$ cat config.mk
export PLATFORM = sky130hd
export DESIGN_NAME = ubx_frame_parser_nav_extract_core
export DESIGN_NICKNAME = d
export VERILOG_FILES = /design/src/design/ubxnav_pkg.sv /design/src/design/ubxnav_parser.sv /design/src/design/ubx_frame_parser_nav_extract_core.sv
export SDC_FILE = /design/constraint.sdc
export NUM_CORES = 1
export LEC_CHECK = 0
export BUFFER_PORTS_ARGS = -buffer_cell sky130_fd_sc_hd__buf_4
export CAP_MARGIN = 20
export CORE_AREA = 2 2 166 168
export CTS_BUF_LIST = sky130_fd_sc_hd__clkbuf_8
export CTS_CLUSTER_DIAMETER = 200
export DETAILED_ROUTE_END_ITERATION = 7
export DIE_AREA = 0 0 168 170
export PLACE_DENSITY = 0.92
export RECOVER_POWER = 100
export SYNTH_ARGS = -nofsm -noshare
export SYNTH_HDL_FRONTEND = slang
export SYNTH_SLANG_ARGS = --single-unit
$ cat constraint.sdc
create_clock -name clk_i -period 13.8 [get_ports clk_i]
set_clock_uncertainty 0.15 [all_clocks]
set_input_delay 0.69 -clock clk_i [delete_from_list [all_inputs] [get_ports clk_i]]
set_output_delay 0.69 -clock clk_i [all_outputs]
set_load 0.005 [all_outputs]
$ cat src/design/ubxnav_pkg.sv
package ubxnav_pkg;

  localparam int unsigned MaxPayloadDefault = 256;
  localparam int unsigned NumCapture = 14;
  localparam int unsigned CfgIdxW = 2;

  localparam logic [7:0] SyncFirst = 8'hB5;
  localparam logic [7:0] SyncSecond = 8'h62;
  localparam logic [7:0] MatchClassReset = 8'h01;
  localparam logic [7:0] MatchIdReset = 8'h07;

  typedef enum logic [CfgIdxW-1:0] {
    CFG_MATCH_CLASS = 2'd0,
    CFG_MATCH_ID    = 2'd1
  } cfg_reg_e;

  typedef enum logic [3:0] {
    PH_SYNC1   = 4'd0,
    PH_SYNC2   = 4'd1,
    PH_CLASS   = 4'd2,
    PH_ID      = 4'd3,
    PH_LEN_LO  = 4'd4,
    PH_LEN_HI  = 4'd5,
    PH_PAYLOAD = 4'd6,
    PH_CHECK_A = 4'd7,
    PH_CHECK_B = 4'd8
  } phase_e;

  typedef struct packed {
    logic [7:0]         fix_type;
    logic [7:0]         sat_count;
    logic signed [31:0] latitude;
    logic signed [31:0] longitude;
    logic signed [31:0] ground_speed;
  } nav_res_t;

  // Payload offset that feeds each capture byte.
  function automatic logic [5:0] capture_offset(input logic [3:0] slot);
    logic [5:0] off;
    if (slot == 4'd0) begin
      off = 6'd20;
    end else if (slot == 4'd1) begin
      off = 6'd23;
    end else if (slot <= 4'd5) begin
      off = 6'(slot) + 6'd26;
    end else if (slot <= 4'd9) begin
      off = 6'(slot) + 6'd18;
    end else begin
      off = 6'(slot) + 6'd50;
    end
    return off;
  endfunction

endpackage

$ cat src/design/ubxnav_parser.sv
module ubxnav_parser #(
  parameter int unsigned MaxPayload = ubxnav_pkg::MaxPayloadDefault
) (
  input  logic                  clk_i,
  input  logic                  rst_ni,
  input  logic                  valid_i,
  input  logic [7:0]            byte_i,
  input  logic [7:0]            match_class_i,
  input  logic [7:0]            match_id_i,
  output logic                  res_valid_o,
  output ubxnav_pkg::nav_res_t  res_o
);

  localparam int unsigned IdxW = $clog2(MaxPayload);

  ubxnav_pkg::phase_e phase_q, phase_d;
  logic [7:0]      class_q, class_d;
  logic [7:0]      id_q, id_d;
  logic [15:0]     len_q, len_d;
  logic [IdxW-1:0] idx_q, idx_d;
  logic [7:0]      sum_a_q, sum_a_d;
  logic [7:0]      sum_b_q, sum_b_d;
  logic [7:0]      chk_a_q, chk_a_d;
  logic [7:0]      cap_q [ubxnav_pkg::NumCapture];
  logic [7:0]      cap_d [ubxnav_pkg::NumCapture];

  logic [15:0]     len_full;
  logic            len_ok;
  logic [IdxW-1:0] idx_inc;
  logic [7:0]      sum_a_add;
  logic [7:0]      sum_b_add;
  logic            frame_match;

  assign len_full  = {byte_i, len_q[7:0]};
  assign len_ok    = (len_full != 16'd0) && ({1'b0, len_full} < 17'(MaxPayload));
  assign idx_inc   = idx_q + 1'b1;
  assign sum_a_add = sum_a_q + byte_i;
  assign sum_b_add = sum_b_q + sum_a_add;

  always_comb begin
    phase_d = phase_q;
    if (valid_i) begin
      unique case (phase_q)
        ubxnav_pkg::PH_SYNC1: begin
          phase_d = (byte_i == ubxnav_pkg::SyncFirst) ? ubxnav_pkg::PH_SYNC2
                                                      : ubxnav_pkg::PH_SYNC1;
        end
        ubxnav_pkg::PH_SYNC2: begin
          phase_d = (byte_i == ubxnav_pkg::SyncSecond) ? ubxnav_pkg::PH_CLASS
                                                       : ubxnav_pkg::PH_SYNC1;
        end
        ubxnav_pkg::PH_CLASS:  phase_d = ubxnav_pkg::PH_ID;
        ubxnav_pkg::PH_ID:     phase_d = ubxnav_pkg::PH_LEN_LO;
        ubxnav_pkg::PH_LEN_LO: phase_d = ubxnav_pkg::PH_LEN_HI;
        ubxnav_pkg::PH_LEN_HI: begin
          phase_d = len_ok ? ubxnav_pkg::PH_PAYLOAD : ubxnav_pkg::PH_SYNC1;
        end
        ubxnav_pkg::PH_PAYLOAD: begin
          if (16'(idx_inc) >= len_q) begin
            phase_d = ubxnav_pkg::PH_CHECK_A;
          end
        end
        ubxnav_pkg::PH_CHECK_A: phase_d = ubxnav_pkg::PH_CHECK_B;
        ubxnav_pkg::PH_CHECK_B: phase_d = ubxnav_pkg::PH_SYNC1;
        default:                phase_d = ubxnav_pkg::PH_SYNC1;
      endcase
    end
  end

  always_comb begin
    class_d = class_q;
    id_d    = id_q;
    len_d   = len_q;
    idx_d   = idx_q;
    sum_a_d = sum_a_q;
    sum_b_d = sum_b_q;
    chk_a_d = chk_a_q;
    cap_d   = cap_q;
    if (valid_i) begin
      unique case (phase_q)
        ubxnav_pkg::PH_CLASS: begin
          class_d = byte_i;
          sum_a_d = byte_i;
          sum_b_d = byte_i;
        end
        ubxnav_pkg::PH_ID: begin
          id_d    = byte_i;
          sum_a_d = sum_a_add;
          sum_b_d = sum_b_add;
        end
        ubxnav_pkg::PH_LEN_LO: begin
          len_d   = {8'd0, byte_i};
          sum_a_d = sum_a_add;
          sum_b_d = sum_b_add;
        end
        ubxnav_pkg::PH_LEN_HI: begin
          len_d   = len_full;
          idx_d   = '0;
          sum_a_d = sum_a_add;
          sum_b_d = sum_b_add;
        end
        ubxnav_pkg::PH_PAYLOAD: begin
          for (int s = 0; s < ubxnav_pkg::NumCapture; s++) begin
            if (idx_q == IdxW'(ubxnav_pkg::capture_offset(4'(s)))) begin
              cap_d[s] = byte_i;
            end
          end
          idx_d   = idx_inc;
          sum_a_d = sum_a_add;
          sum_b_d = sum_b_add;
        end
        ubxnav_pkg::PH_CHECK_A: begin
          chk_a_d = byte_i;
        end
        default: begin
        end
      endcase
    end
  end

  assign frame_match = (phase_q == ubxnav_pkg::PH_CHECK_B) && (chk_a_q == sum_a_q) &&
                       (byte_i == sum_b_q) && (class_q == match_class_i) &&
                       (id_q == match_id_i);

  assign res_valid_o = valid_i && frame_match;

  always_comb begin
    res_o.fix_type     = cap_q[0];
    res_o.sat_count    = cap_q[1];
    res_o.latitude     = {cap_q[5], cap_q[4], cap_q[3], cap_q[2]};
    res_o.longitude    = {cap_q[9], cap_q[8], cap_q[7], cap_q[6]};
    res_o.ground_speed = {cap_q[13], cap_q[12], cap_q[11], cap_q[10]};
  end

  always_ff @(posedge clk_i or negedge rst_ni) begin
    if (!rst_ni) begin
      phase_q <= ubxnav_pkg::PH_SYNC1;
      class_q <= '0;
      id_q    <= '0;
      len_q   <= '0;
      idx_q   <= '0;
      sum_a_q <= '0;
      sum_b_q <= '0;
      chk_a_q <= '0;
      for (int s = 0; s < ubxnav_pkg::NumCapture; s++) begin
        cap_q[s] <= '0;
      end
    end else begin
      phase_q <= phase_d;
      class_q <= class_d;
      id_q    <= id_d;
      len_q   <= len_d;
      idx_q   <= idx_d;
      sum_a_q <= sum_a_d;
      sum_b_q <= sum_b_d;
      chk_a_q <= chk_a_d;
      cap_q   <= cap_d;
    end
  end

endmodule

$ cat src/design/ubx_frame_parser_nav_extract_core.sv
// UBX frame parser that takes one serial byte per clock cycle while in_stall_o is low and
// returns the fix type, satellite count, latitude, longitude and ground speed of each
// frame whose checksum is correct and whose class and id equal the match_class and
// match_id registers. Every byte is handled in the cycle it is accepted, so the sustained
// rate is one word per cycle while not stalled. A result is registered into an output
// register backed by one skid register, which lets input words keep flowing while a
// result waits; in_stall_o rises only when both are full. Capture bytes hold their values
// across frames, so a short frame reports fields left by an earlier frame.
module ubx_frame_parser_nav_extract_core #(
  parameter int unsigned MaxPayload = ubxnav_pkg::MaxPayloadDefault
) (
  input  logic                          clk_i,
  input  logic                          rst_ni,
  input  logic                          in_valid_i,
  output logic                          in_stall_o,
  input  logic [7:0]                    rx_byte_i,
  output logic                          out_valid_o,
  input  logic                          out_stall_i,
  output logic [7:0]                    fix_type_o,
  output logic [7:0]                    sat_count_o,
  output logic signed [31:0]            latitude_o,
  output logic signed [31:0]            longitude_o,
  output logic signed [31:0]            ground_speed_o,
  input  logic                          cfg_valid_i,
  output logic                          cfg_ready_o,
  input  logic [ubxnav_pkg::CfgIdxW-1:0] cfg_index_i,
  input  logic [7:0]                    cfg_data_i
);

  logic                 in_accept;
  logic                 res_valid;
  ubxnav_pkg::nav_res_t res;
  logic                 pop;

  logic [7:0]           match_class_q;
  logic [7:0]           match_id_q;

  logic                 out_valid_q;
  ubxnav_pkg::nav_res_t out_q;
  logic                 skid_valid_q;
  ubxnav_pkg::nav_res_t skid_q;

  assign cfg_ready_o = 1'b1;
  assign in_stall_o  = skid_valid_q;
  assign in_accept   = in_valid_i && !in_stall_o;
  assign pop         = out_valid_q && !out_stall_i;

  ubxnav_parser #(
    .MaxPayload(MaxPayload)
  ) u_parser (
    .clk_i        (clk_i),
    .rst_ni       (rst_ni),
    .valid_i      (in_accept),
    .byte_i       (rx_byte_i),
    .match_class_i(match_class_q),
    .match_id_i   (match_id_q),
    .res_valid_o  (res_valid),
    .res_o        (res)
  );

  always_ff @(posedge clk_i or negedge rst_ni) begin
    if (!rst_ni) begin
      match_class_q <= ubxnav_pkg::MatchClassReset;
      match_id_q    <= ubxnav_pkg::MatchIdReset;
    end else if (cfg_valid_i && cfg_ready_o) begin
      unique case (ubxnav_pkg::cfg_reg_e'(cfg_index_i))
        ubxnav_pkg::CFG_MATCH_CLASS: match_class_q <= cfg_data_i;
        ubxnav_pkg::CFG_MATCH_ID:    match_id_q    <= cfg_data_i;
        default: begin
        end
      endcase
    end
  end

  always_ff @(posedge clk_i or negedge rst_ni) begin
    if (!rst_ni) begin
      out_valid_q  <= 1'b0;
      skid_valid_q <= 1'b0;
    end else if (!out_valid_q || pop) begin
      if (skid_valid_q) begin
        out_valid_q  <= 1'b1;
        skid_valid_q <= 1'b0;
      end else begin
        out_valid_q <= res_valid;
      end
    end else if (res_valid) begin
      skid_valid_q <= 1'b1;
    end
  end

  always_ff @(posedge clk_i) begin
    if (!out_valid_q || pop) begin
      out_q <= skid_valid_q ? skid_q : res;
    end else if (res_valid) begin
      skid_q <= res;
    end
  end

  assign out_valid_o    = out_valid_q;
  assign fix_type_o     = out_q.fix_type;
  assign sat_count_o    = out_q.sat_count;
  assign latitude_o     = out_q.latitude;
  assign longitude_o    = out_q.longitude;
  assign ground_speed_o = out_q.ground_speed;

endmodule

## Word-level counts from Yosys, hierarchy flattened

Index checks and enable logic that the tools add are counted.

| storage, ports and cells | value |
|---|---|
| register bits after elaboration | 422 |
| input port bits | 23 |
| output and inout bits | 115 |
| word-level logic and storage cells | 160 |

| operators by class | value |
|---|---|
| $add $sub $neg | 3 |
| reduce and logical (&&, ||, !) cells | 45 |
| bitwise logic cells | 2 |
| equality and inequality tests | 30 |
| muxes and demuxes | 41 |
| $lt $le $gt $ge | 2 |

Operators with widths:

| kind | number |
|---|---|
| 2-to-1 mux 6 bit | 28 |
| equality test 8 x 6 -> 1 bit | 14 |
| 2-to-1 mux 112 bit | 1 |
| case mux 8 bit (2 select lines) | 3 |
| AND reduction 3 bit | 15 |
| equality test 8 bit | 4 |
| case mux 16 bit (2 select lines) | 1 |
| case mux 4 bit (8 select lines) | 1 |
| AND reduction 2 bit | 10 |
| adder 8 bit | 2 |
| equality test 4 x 3 -> 1 bit (second input constant) | 4 |
| >= comparator 8 x 16 -> 1 bit | 1 |
| < comparator 16 x 9 -> 1 bit (second input constant) | 1 |
| nonzero test 16 bit | 1 |
| adder 8 x 1 -> 8 bit (second input constant) | 1 |
| equality test 4 x 2 -> 1 bit (second input constant) | 2 |
| equality test 8 x 7 -> 1 bit (second input constant) | 1 |
| equality test 8 bit (second input constant) | 1 |
| logical AND 1 bit | 8 |
| nonzero test 2 bit | 4 |
| equality test 4 x 1 -> 1 bit (second input constant) | 1 |
| equality test 4 bit (second input constant) | 1 |
| zero test 4 bit | 1 |
| 2-to-1 mux 1 bit | 4 |
| 10 further kinds | 13 |

## Depth between registers and ports, before layout

Gate-level depths: netlist of run 1.

| logic depth | value |
|---|---|
| depth in word-level cells | 8 |
| gate-level depth with buffers | 13 |
| depth with buffers taken out | 13 |

## Hierarchy

Synthesis of run 1 repeated with hierarchy kept, for this count alone.

| unflattened totals | value |
|---|---|
| cells, all modules | 1082 |
| area, all modules | 17530.6 um2 |

Modules (own cells, without submodules):

| module | cells each | area an instance (um2) | times used | seq. area each (um2) |
|---|---|---|---|---|
| ubx_frame_parser_nav_extract_core | 393 | 9018.6 | 1 | 7181.9 |
| ubxnav_parser | 689 | 8511.9 | 1 | 4504.3 |

## Worst setup path after synthesis of run 1

Ideal clock, no wire load.

| timing path | value |
|---|---|
| path kind | input to register |
| start | in out_stall_i |
| end | reg skid_q[0] in the netlist's numbering (enable) |
| setup slack | 4.810 ns |
| cell stages on the path | 2 |
| buffers on the path | 0 |
| data arrival time | 8.256 ns |
| cells stage by stage | nand2_1 > nor2_1 |

| between the ends | value |
|---|---|
| word-level cells in the longest chain between the ends | 5 |

Ends and longest elaborated chain:

| what | RTL line | source |
|---|---|---|
| from (decl) | ubx_frame_parser_nav_extract_core.sv:18 | `input logic out_stall_i,` |
| zero test 1 bit | ubx_frame_parser_nav_extract_core.sv:46 | `assign pop = out_valid_q && !out_stall_i;` |
| logical AND 1 bit | ubx_frame_parser_nav_extract_core.sv:46 |  |
| logical OR 1 bit | ubx_frame_parser_nav_extract_core.sv:92 | `if (!out_valid_q \|\| pop) begin` |
| NOT 1 bit (no line) | - |  |
| AND reduction 2 bit (no line) | - |  |
| to (signal assigned) | ubx_frame_parser_nav_extract_core.sv:95 | `skid_q <= res;` |
| to (decl) | ubx_frame_parser_nav_extract_core.sv:41 | `ubxnav_pkg::nav_res_t skid_q;` |

Every way passes these cells.
A chain may end at the register's enable or synchronous reset.

## Worst setup path after layout of run 1

| timing path | value |
|---|---|
| start | reg skid_valid_q (netlist: in_stall_o) |
| end | reg skid_q[19] in the netlist's numbering (enable) |

| between the ends | value |
|---|---|
| word-level cells in the longest chain between the ends | 4 |

Ends and longest elaborated chain:

| what | RTL line | source |
|---|---|---|
| from (decl) | ubx_frame_parser_nav_extract_core.sv:40 | `logic skid_valid_q;` |
| from (signal assigned) | ubx_frame_parser_nav_extract_core.sv:78 | `skid_valid_q <= 1'b0;` |
| from (signal assigned) | ubx_frame_parser_nav_extract_core.sv:82 | `skid_valid_q <= 1'b0;` |
| from (signal assigned) | ubx_frame_parser_nav_extract_core.sv:87 | `skid_valid_q <= 1'b1;` |
| zero test 1 bit | ubx_frame_parser_nav_extract_core.sv:45 | `assign in_accept = in_valid_i && !in_stall_o;` |
| logical AND 1 bit | ubx_frame_parser_nav_extract_core.sv:45 |  |
| logical AND 1 bit | ubxnav_parser.sv:125 | `assign res_valid_o = valid_i && frame_match;` |
| AND reduction 2 bit (no line) | - |  |

Every way passes these cells.

==> summary.txt, run 1 <==
Timing
  – Final period util: 0.566
  – Least-Margin Pin Slew: 4.14 ns
  – Final Max Tran Viols: 431
  – Fin Setup TNS: 0 ns
  – PnR worst setup slack: approximately 6.0 ns
  – Slew Limit Headroom: -1.76
  – RSZ-0062 raised after global routing: false
  – Final Setup Violations: 0
  – Hold Vio Cnt, Final: 0
  – Final min period: 7.81 ns
  – FMAX: about 130 MHz

Clock tree
  – Worst-Skew Late Latency: a little under 0.6 ns
  – Post-CTS setup buffers: 0
  – CTS tree: done
  – Post_cts resized: 0
  – Sink Count: about 420
  – Clk slew on worst S/H paths: around 0.07 ns
  – Clock tree buffer depth: 3
  – CTS Root Cell: clkbuf_8
  – Hold_buf cts: 0
  – Depth of the CTS H-tree: 3
  – Num CTS Buffers: 66

Die
  – Initial Util: 0.644
  – Die area: 28600 um^2
  – DIE WIDTH: 168 um
  – I/O pin total: 138
  – Die Y: between 150 and 200 um
  – Rows: 60
  – Core area: ~27000 um^2

Setup path
  – WP buf/inv: 2
  – Crit Path Category: register to register
  – Crit-path leading delay family: buffers and inverters
  – Chain of cells forming the critical path: nor2b_1 -> nand2b_1 -> nor4_1 -> nand4_1 -> nor2_4 -> clkbuf_1 -> clkbuf_1
  – Slowest-stage cell, CP: clkbuf_1
  – Crit Path Max Fanout: 70
  – Crit path arrival time: 7.74 ns
  – Top cell by count, worst path: clkbuf_1
  – R2r worst-path depth: 7
  – FF-to-FF setup slack: approximately 6.0 ns
  – Crit. End Element: register
  – FF-to-FF End: skid_q[19]
  – Startpoint types: register
  – Reg2reg start: in_stall_o
  – Worst stage delay on the critical path: approximately 2.8 ns
  – WP data required: 13.73 ns

Route
  – Drt first pass iters: 5
  – Routed vias: 9744
  – WL final: ~35000 um
  – Routed Antenna Nets: 0
  – Via density: 6.00
  – 1st-iter DRT viols: 748
  – Drc violations: 0
  – WL/cell: 21.5 um

Yosys
  – Net count after synthesis: 1120
  – Library cells used by synthesis: 63
  – Largest family of logic cells by synthesized area: multiplexers
  – Syn avg cell area: 16.1 um^2
  – Synthesis Warnings: 0
  – Compound-Gate Fraction of Synth Area: 0.0263
  – Ys async rst share: 0.469
  – Synth Instances: about 1100
  – Cell Area, Synth: 17200 um^2
  – Largest area contributor in the netlist: edfxtp_1
  – Ys flop type: edfxtp_1
  – Sequential fraction of the synthesis area: 0.681
  – Flop and latch count out of synthesis: 422
  – Cell with the most instances after synthesis: mux2_2
  – Area contributors post-synth: edfxtp_1 (39%), dfrtp_1 (28%), mux2_2 (17%)
  – Post-synthesis simple-gate area fraction: 0.0522
  – Mux share of post-synthesis cell area: 0.179
  – Number of synthesized flops with an enable pin: 224
  – Synth top cells by count: mux2_2 (263), edfxtp_1 (224), dfrtp_1 (194), nand2_1 (46), clkbuf_1 (40)
  – Synth top area share: 0.392
  – Synth Area in Adders: 0.0220
  – XOR/XNOR share of the synthesized area: 0.0245

Global routing
  – Vias in the first global route: 10200
  – GRT Resource Usage Total: 0.251
  – Total grt overflow: 0
  – Largest net degree at the start of global routing: 127
  – First-pass GRT wire length: 55100 um
  – Initial antenna violation count: 0

Placement
  – Final GP Congestion: 0.894
  – I/O Buffers: between 100 and 150
  – Place WS: 9.81 ns
  – Hpwl dp: ~21000 um

Finish
  – Layout cell share with drive strength beyond 1: 0.353
  – Final net count: 1282
  – Area growth syn-to-layout: 14.2%
  – Ant. Diodes: 0

Power and ir drop
  – Worst ir drop on vdd: 0.000186 V
  – Leak: 0.00887 uW
  – PD cells: around 150 nW/um^2

Min path
  – Worst hold-check path type: primary input to async pin

Outcome
  – Status: finished with violations
  – Violated checks: max-capacitance violations, max-slew violations

Job
  – Max-Cap Viols: 8
[layout make-up]
cell class                      count  area, um^2
Sequential cell                   422       11700
Clock inverter                     42         193
Clock buffer                       78        1070
Multi-Input combinational cell    586        5170
Inverter                           12        45.0
Tap cell                          341         427
Fill cell                        1519        7050
Timing Repair Buffer              142        1010
[kinds of logic after synthesis]
group | Yosys count
other | 1
buffers and inverters | 60
muxes | 273
adders and majority gates | 29
DFF | 422
and+or+nand+nor | 163
AOI/OAI and AO/OA | 72
xor gates and xnor gates | 48
[state kept, by name, summed over array words and instances (netlist names), 16 cells and up]
signal / flops
skid_q: 112
ground_speed_o: 32
u_parser.res_o: 112
latitude_o: 32
longitude_o: 32
u_parser.len_q: 16
[power by group]
| part | internal [uW] | total [uW] | switching [uW] |
|---|---|---|---|
| clock | 531 | 992 | 461 |
| sequential | 1400 | 1490 | 84.6 |
| combinational | 248 | 541 | 294 |
[stage by stage]
step	power, uW	cells	instance area, um^2	utilization	hold slack, ns
2_1_floorplan	1910	1068	17200	-	0.244
3_3_place_gp	2010	1502	18500	0.693	0.299
3_5_place_dp	2040	1502	18500	0.693	0.304
4_1_cts	3030	1622	19700	0.741	0.152
5_1_grt	3160	1623	19600	0.736	0.179
6_report	3020	1623	19600	0.736	0.0903
[per-layer routing]
metal / GRT usage / routed length [um]
met1: 0.326 / 13900
met2: 0.425 / 17900
met3: 0.0488 / 2130
met4: 0.0975 / 943
met5: 0 / 0
[worst max path at each step]
| stage | start | endpoint | slack, ns | depth (start not counted) |
|---|---|---|---|---|
| floorplan | out_stall_i | skid_q[0] | 4.81 | 2 |
| global placement | rx_byte_i[6] | skid_q[36] | 9.89 | 9 |
| detailed placement | rx_byte_i[5] | skid_q[53] | 9.81 | 8 |
| CTS | in_stall_o | skid_q[53] | 9.96 | 7 |
| global route | in_stall_o | skid_q[17] | 5.31 | 7 |
| finish | in_stall_o | skid_q[19] | 5.99 | 7 |
[cell usage in the layout (no fill, tap or decap), types with 16 or more instances in the layout]
master      n
nor2_1     30
clkbuf_8   79
a21oi_1    19
xor2_1     27
dfrtp_1   194
mux2_2    232
mux2_1     36
clkbuf_4  106
ha_1       27
o21ai_0    17
edfxtp_1  224
buf_4      19
nand2_1    50
clkbuf_1   16
inv_1      46
xnor2_1    21
No activity file was read; power rests on OpenSTA's default activity.
==> run 2, diff against run 1 <==
--- a/config.mk
+++ b/config.mk
@@ -7,12 +7,12 @@
 export LEC_CHECK = 0
 export BUFFER_PORTS_ARGS = -buffer_cell sky130_fd_sc_hd__buf_4
 export CAP_MARGIN = 20
-export CORE_AREA = 2 2 166 168
+export CORE_AREA = 2 2 170 172
 export CTS_BUF_LIST = sky130_fd_sc_hd__clkbuf_8
 export CTS_CLUSTER_DIAMETER = 200
 export DETAILED_ROUTE_END_ITERATION = 7
-export DIE_AREA = 0 0 168 170
-export PLACE_DENSITY = 0.92
+export DIE_AREA = 0 0 172 174
+export PLACE_DENSITY = 0.88
 export RECOVER_POWER = 100
 export SYNTH_ARGS = -nofsm -noshare
 export SYNTH_HDL_FRONTEND = slang
==> constraint.sdc (replaced) <==
create_clock -name clk_i -period 7.5 [get_ports clk_i]
set_clock_uncertainty 0.15 [all_clocks]
set_input_delay 0.375 -clock clk_i [delete_from_list [all_inputs] [get_ports clk_i]]
set_output_delay 0.375 -clock clk_i [all_outputs]
set_load 0.005 [all_outputs]
==> summary.txt, run 2 (synthesis results as in run 1) <==
Outcome
  – Status: finished with violations
  – Violated checks: max-capacitance violations, max-slew violations

Setup path
  – Crit Path Category: register to register
  – Worst stage delay on the critical path: 2.34 ns (-0.50 ns)
  – Crit Path Max Fanout: 61 (-13%)
  – WP data required: 7.45 ns (-6.28 ns)
  – Crit. End Element: register
  – Startpoint types: register
  – Chain of cells forming the critical path: nand2_1 -> clkbuf_1
  – Crit-path leading delay family: buffers and inverters
  – Crit path arrival time: 5.03 ns (-2.71 ns)
  – WP buf/inv: 1 (-1)
  – Slowest-stage cell, CP: clkbuf_1

Timing
  – Final min period: 5.08 ns (-2.74 ns)
  – Final period util: 0.677 (+0.111)
  – Final Max Tran Viols: 211 (-51%)
  – Least-Margin Pin Slew: 3.19 ns (-0.950 ns)
  – Hold WS: 0.0904 ns (+0.000134 ns)
  – Hold Vio Cnt, Final: 0 (unchanged)
  – Slew Limit Headroom: -1.13 (+0.633)
  – Final Setup Violations: 0 (unchanged)
  – PnR worst setup slack: 2.42 ns (-3.56 ns)
  – RSZ-0062 raised after global routing: false
  – Fin Setup TNS: 0 ns (unchanged)
  – FMAX: 197 MHz (+54%)

Route
  – Drt first pass iters: 5 (unchanged)
  – Drc violations: 0 (unchanged)
  – WL/cell: 20.0 um (-6.7%)
  – Routed Antenna Nets: 0 (unchanged)
  – 1st-iter DRT viols: 792 (+5.9%)
  – Routed vias: 9615 (-1.3%)
  – WL final: 33600 um (-3.6%)
  – Via density: 5.73 (-4.5%)

Finish
  – Ant. Diodes: 0 (unchanged)
  – Fin area: 19700 um^2 (+0.54%)
  – Filler instances: 1836 (+21%)
  – Layout cell share with drive strength beyond 1: 0.353 (about the same)
  – Final net count: 1292 (+0.78%)
  – Area growth syn-to-layout: 14.8%
  – Most frequent cells in the layout: mux2_2 (235), edfxtp_1 (224), dfrtp_1 (194), clkbuf_4 (103), clkbuf_8 (74)
  – Most common cell after layout, fill and taps aside: mux2_2

Placement
  – Place WS: 3.89 ns (-5.92 ns)
  – I/O Buffers: 136 (unchanged)
  – Final GP Congestion: 0.852 (-4.7%)
  – Hpwl dp: 20300 um (-5.1%)
  – Post-DP Area: 18500 um^2 (+0.33%)

Die
  – Rows: 62 (+3.3%)
  – Die Y: 174 um (+2.4%)
  – Initial Util: 0.608 (-0.0362)
  – Core area: 28200 um^2 (+6.0%)
  – DIE WIDTH: 172 um (+2.4%)
  – Die area: 29900 um^2 (+4.8%)
  – I/O pin total: 138 (unchanged)

Clock tree
  – Worst-Skew Late Latency: 0.58 ns (about the same)
  – Clk slew on worst S/H paths: 0.06 ns (about the same)
  – Post_cts resized: 0 (unchanged)
  – Num CTS Buffers: 66 (unchanged)
  – Sink Count: 422 (unchanged)
  – CTS tree: done
  – CTS Root Cell: clkbuf_8
  – Depth of the CTS H-tree: 3 (unchanged)
  – Clock tree buffer depth: 3 (unchanged)

Global routing
  – Total grt overflow: 0 (unchanged)
  – Largest net degree at the start of global routing: 116 (-8.7%)
  – Vias in the first global route: 9887 (-2.7%)
  – Initial antenna violation count: 0 (unchanged)
  – GRT Resource Usage Total: 0.230 (-0.0212)
  – First-pass GRT wire length: 53200 um (-3.5%)

Power and ir drop
  – PD cells: 279 nW/um^2 (+81%)
  – Worst ir drop on vdd: 0.000313 V (+68%)
  – Leak: 0.00887 uW (about the same)

Job
  – Max-Cap Viols: 5 (-3)

Min path
  – Worst hold-check path type: primary input to register
-- run 2: changes by cell type in the layout (fill, tap and decap cells not counted), moves of 2 or more --
cell	previous run	this run
inv_1	46	39
clkinv_1	4	10
clkbuf_8	79	74
inv_6	0	2
clkbuf_1	16	18
clkinv_2	1	7
mux2_2	232	235
mux2_1	36	33
dlygate4sd3_1	0	9
clkbuf_4	106	103
-- run 2: worst reg2reg max path, stage by stage, from the launching register on --
cell and delay, ns:
dfrtp_1 0.37, nand2_1 1.63, clkbuf_1 2.35
-- run 2: worst paths after layout --
kind | start | end | slack [ns] | depth (start not counted)
max | out_valid_o | longitude_o[8] | 2.42 | 2
max reg2reg | out_valid_o | longitude_o[8] | 2.42 | 2
min | rx_byte_i[3] | u_parser.len_q[11] | 0.09 | 3
max in group asynchronous | rst_ni | u_parser.sum_b_q[1] | 4.19 | 3
min reg2reg | u_parser.res_o[38] | skid_q[38] | 0.31 | 0
min in group asynchronous | rst_ni | u_parser.sum_a_q[7] | 0.33 | 2
-- run 2: layout make-up --
| class | count | area (um^2) | area share |
|---|---|---|---|
| clock buffer | 73 | 1000 | 0.0510 |
| clock inverter | 48 | 210 | 0.0107 |
| inverter | 12 | 45.0 | 0.00229 |
| multi-input combinational | 586 | 5170 | 0.262 |
| sequential | 422 | 11700 | 0.593 |
| tap | 384 | 480 | 0.0244 |
| timing repair buffer | 152 | 1110 | 0.0566 |
-- run 2: layer usage --
layer	GRT usage	share of wire	wire length, um	up-vias
li1	-	-	-	4299
met1	0.321	0.42	14200	4904
met2	0.367	0.50	16700	340
met3	0.0419	0.057	1920	72
met4	0.0805	0.024	796	0
met5	0	0	0	-
-- run 2: report_power, final --
part           total, uW  internal [uW]  switching, uW
clock network       1760            901            863
registers           2730           2580            149
logic               1010            461            552
total               5500           3940           1560
-- run 2: stage by stage --
step,std cells,power [uW],util
2_1_floorplan,1068,3510,-
3_3_place_gp,1546,3720,0.656
3_5_place_dp,1546,3770,0.656
4_1_cts,1676,5530,0.702
5_1_grt,1677,5780,0.698
6_report,1677,5500,0.698
-- run 2: what timing repair did --
item	4_1_cts	5_1_grt
setup buffers	0	0
hold buffers	9	0
endpoints found under the hold margin	126	0
==> run 3, diff against run 2 <==
--- a/config.mk
+++ b/config.mk
@@ -7,12 +7,12 @@
 export LEC_CHECK = 0
 export BUFFER_PORTS_ARGS = -buffer_cell sky130_fd_sc_hd__buf_4
 export CAP_MARGIN = 20
-export CORE_AREA = 2 2 170 172
+export CORE_AREA = 2 2 179 181
 export CTS_BUF_LIST = sky130_fd_sc_hd__clkbuf_8
 export CTS_CLUSTER_DIAMETER = 200
 export DETAILED_ROUTE_END_ITERATION = 7
-export DIE_AREA = 0 0 172 174
-export PLACE_DENSITY = 0.88
+export DIE_AREA = 0 0 181 183
+export PLACE_DENSITY = 0.84
 export RECOVER_POWER = 100
 export SYNTH_ARGS = -nofsm -noshare
 export SYNTH_HDL_FRONTEND = slang
==> constraint.sdc (replaced) <==
create_clock -name clk_i -period 4.1 [get_ports clk_i]
set_clock_uncertainty 0.15 [all_clocks]
set_input_delay 0.205 -clock clk_i [delete_from_list [all_inputs] [get_ports clk_i]]
set_output_delay 0.205 -clock clk_i [all_outputs]
set_load 0.005 [all_outputs]
==> summary.txt, run 3 (synthesis results as in run 1) <==
Setup path
  – Crit Path Max Fanout: 19 (-69%)
  – Crit path arrival time: 3.91 ns (-1.12 ns)
  – Crit path from: u_parser.phase_q[0]
  – R2r worst-path depth: 5 (+3)
  – WP data required: 4.43 ns (-3.02 ns)
  – Reg2reg start: u_parser.phase_q[0]
  – FF-to-FF setup slack: 0.52 ns (-1.90 ns)
  – FF-to-FF End: u_parser.res_o[17]
  – Critical Path End: u_parser.res_o[17]
  – Crit Path Category: register to register
  – Startpoint types: register
  – Crit. End Element: register

Finish
  – Filler instances: 2242 (+22%)
  – Ant. Diodes: 0 (unchanged)
  – Final net count: 1315 (+1.8%)
  – Final Core Density: 0.642 (-0.0565)
  – Most common cell after layout, fill and taps aside: mux2_2
  – Layout cell share with drive strength beyond 1: 0.371 (+0.0176)
  – Most frequent cells in the layout: mux2_2 (243), edfxtp_1 (224), dfrtp_1 (193), clkbuf_4 (109), clkbuf_8 (76)
  – Area growth syn-to-layout: 16.7%

Timing
  – Final min period: 3.58 ns (-1.50 ns)
  – PnR worst setup slack: 0.519 ns (-1.90 ns)
  – Final period util: 0.873 (+0.196)
  – RSZ-0062 raised after global routing: false
  – Least-Margin Pin Slew: 2.69 ns (-0.508 ns)
  – Hold Vio Cnt, Final: 0 (unchanged)
  – Hold WS: 0.0398 ns (-0.0506 ns)
  – FMAX: 279 MHz (+42%)
  – Slew Limit Headroom: -0.791 (+0.339)
  – Fin Setup TNS: 0 ns (unchanged)
  – Final Setup Violations: 0 (unchanged)
  – Final Max Tran Viols: 277 (+31%)

Route
  – Drt first pass iters: 5 (unchanged)
  – 1st-iter DRT viols: 758 (-4.3%)
  – WL final: 33800 um (+0.48%)
  – Drc violations: 0 (unchanged)
  – WL/cell: 19.6 um (-2.0%)
  – Routed Antenna Nets: 0 (unchanged)
  – Routed vias: 9595 (-0.21%)
  – Via density: 5.58 (-2.7%)

Clock tree
  – CTS tree: done
  – Clk slew on worst S/H paths: 0.06 ns (about the same)
  – Clock tree buffer depth: 3 (unchanged)
  – Depth of the CTS H-tree: 3 (unchanged)
  – Hold_buf cts: 20 (+11)
  – Sink Count: 422 (unchanged)
  – Worst-Skew Late Latency: 0.59 ns (about the same)
  – Post_cts resized: 0 (unchanged)
  – Num CTS Buffers: 68 (+3.0%)
  – CTS Root Cell: clkbuf_8
  – Post-CTS setup buffers: 0 (unchanged)

Power and ir drop
  – Internal power: 7350 uW (+86%)
  – PD cells: 511 nW/um^2 (+83%)
  – Leak: 0.00901 uW (+1.6%)
  – Clk pwr share: 0.333 (+0.012)
  – Combinational fraction of design power: 0.180 (-0.004)
  – Flop pwr share: 0.487 (-0.008)
  – Worst ir drop on vdd: 0.000400 V (+28%)
  – Sw frac: 0.283 (-0.00161)
  – P_sw: 2890 uW (+85%)

Global routing
  – First-pass GRT wire length: 53600 um (+0.64%)
  – Initial antenna violation count: 0 (unchanged)
  – Total grt overflow: 0 (unchanged)
  – Largest net degree at the start of global routing: 107 (-7.8%)
  – GRT Resource Usage Total: 0.207 (-0.0228)
  – Vias in the first global route: 10000 (+1.5%)

Job
  – Max-Cap Viols: 5 (unchanged)

Min path
  – Hold_sp: in_valid_i
  – Worst hold-check path type: primary input to register

Placement
  – I/O Buffers: 136 (unchanged)
  – Hpwl dp: 20700 um (+1.8%)
  – Place WS: 0.646 ns (-3.24 ns)
  – Final GP Congestion: 0.824 (-3.3%)

Die
  – I/O pin total: 138 (unchanged)
  – Die Y: 183 um (+5.2%)
  – Rows: 65 (+4.8%)
  – Core area: 31200 um^2 (+11%)
  – Initial Util: 0.550 (-0.0583)
  – DIE WIDTH: 181 um (+5.2%)
  – Die area: 33100 um^2 (+11%)

Outcome
  – Violated checks: max-capacitance violations, max-slew violations
  – Status: finished with violations
run 3: critical path, cell delays in order (launching register included):
cell and delay (ns):
dfrtp_1 0.59, nand2b_1 0.33, or3_1 0.43, nor4_1 1.29
nand2_4 0.28, mux2_1 0.40
run 3: metrics by stage:
step	total power [uW]	area (um^2)	cells
floorplan	6430	17200	1068
global placement	6850	18700	1575
detailed placement	6900	18700	1575
CTS	10300	20200	1720
global route	10800	20000	1720
finish	10200	20000	1720
run 3: layout make-up:
type                    count  area, um^2  area share
repair buffers            173        1340      0.0667
well taps                 402         503      0.0251
inverters                  12        45.0     0.00225
clock inverters            49         250      0.0125
flip-flops and latches    422       11700       0.583
clock buffers              76        1050      0.0522
multi-input cells         586        5160       0.258
run 3: how the worst min path moves through the flow:
stage,depth (start not counted),slack [ns],endpoint
global route,5,0.11,u_parser.phase_q[2]
detailed placement,1,0.23,u_parser.res_o[14]
CTS,5,0.02,u_parser.phase_q[2]
floorplan,0,-0.24,in_stall_o
global placement,1,0.23,u_parser.sum_b_q[5]
finish,5,0.04,u_parser.phase_q[2]
run 3: metal layers:
layer,share of wire,GRT usage,up-vias
li1,-,-,4363
met1,0.43,0.275,4829
met2,0.48,0.333,310
met3,0.056,0.0443,93
met4,0.032,0.0920,0
met5,0,0,-
run 3: power groups by stage:
stage          registers [uW]  clock network, uW  logic, uW
6_report                 4990               3410       1840
3_3_place_gp             5040                  0       1800
3_5_place_dp             5060                  0       1840
4_1_cts                  4980               3480       1870
2_1_floorplan            4960                  0       1470
5_1_grt                  5020               3670       2080
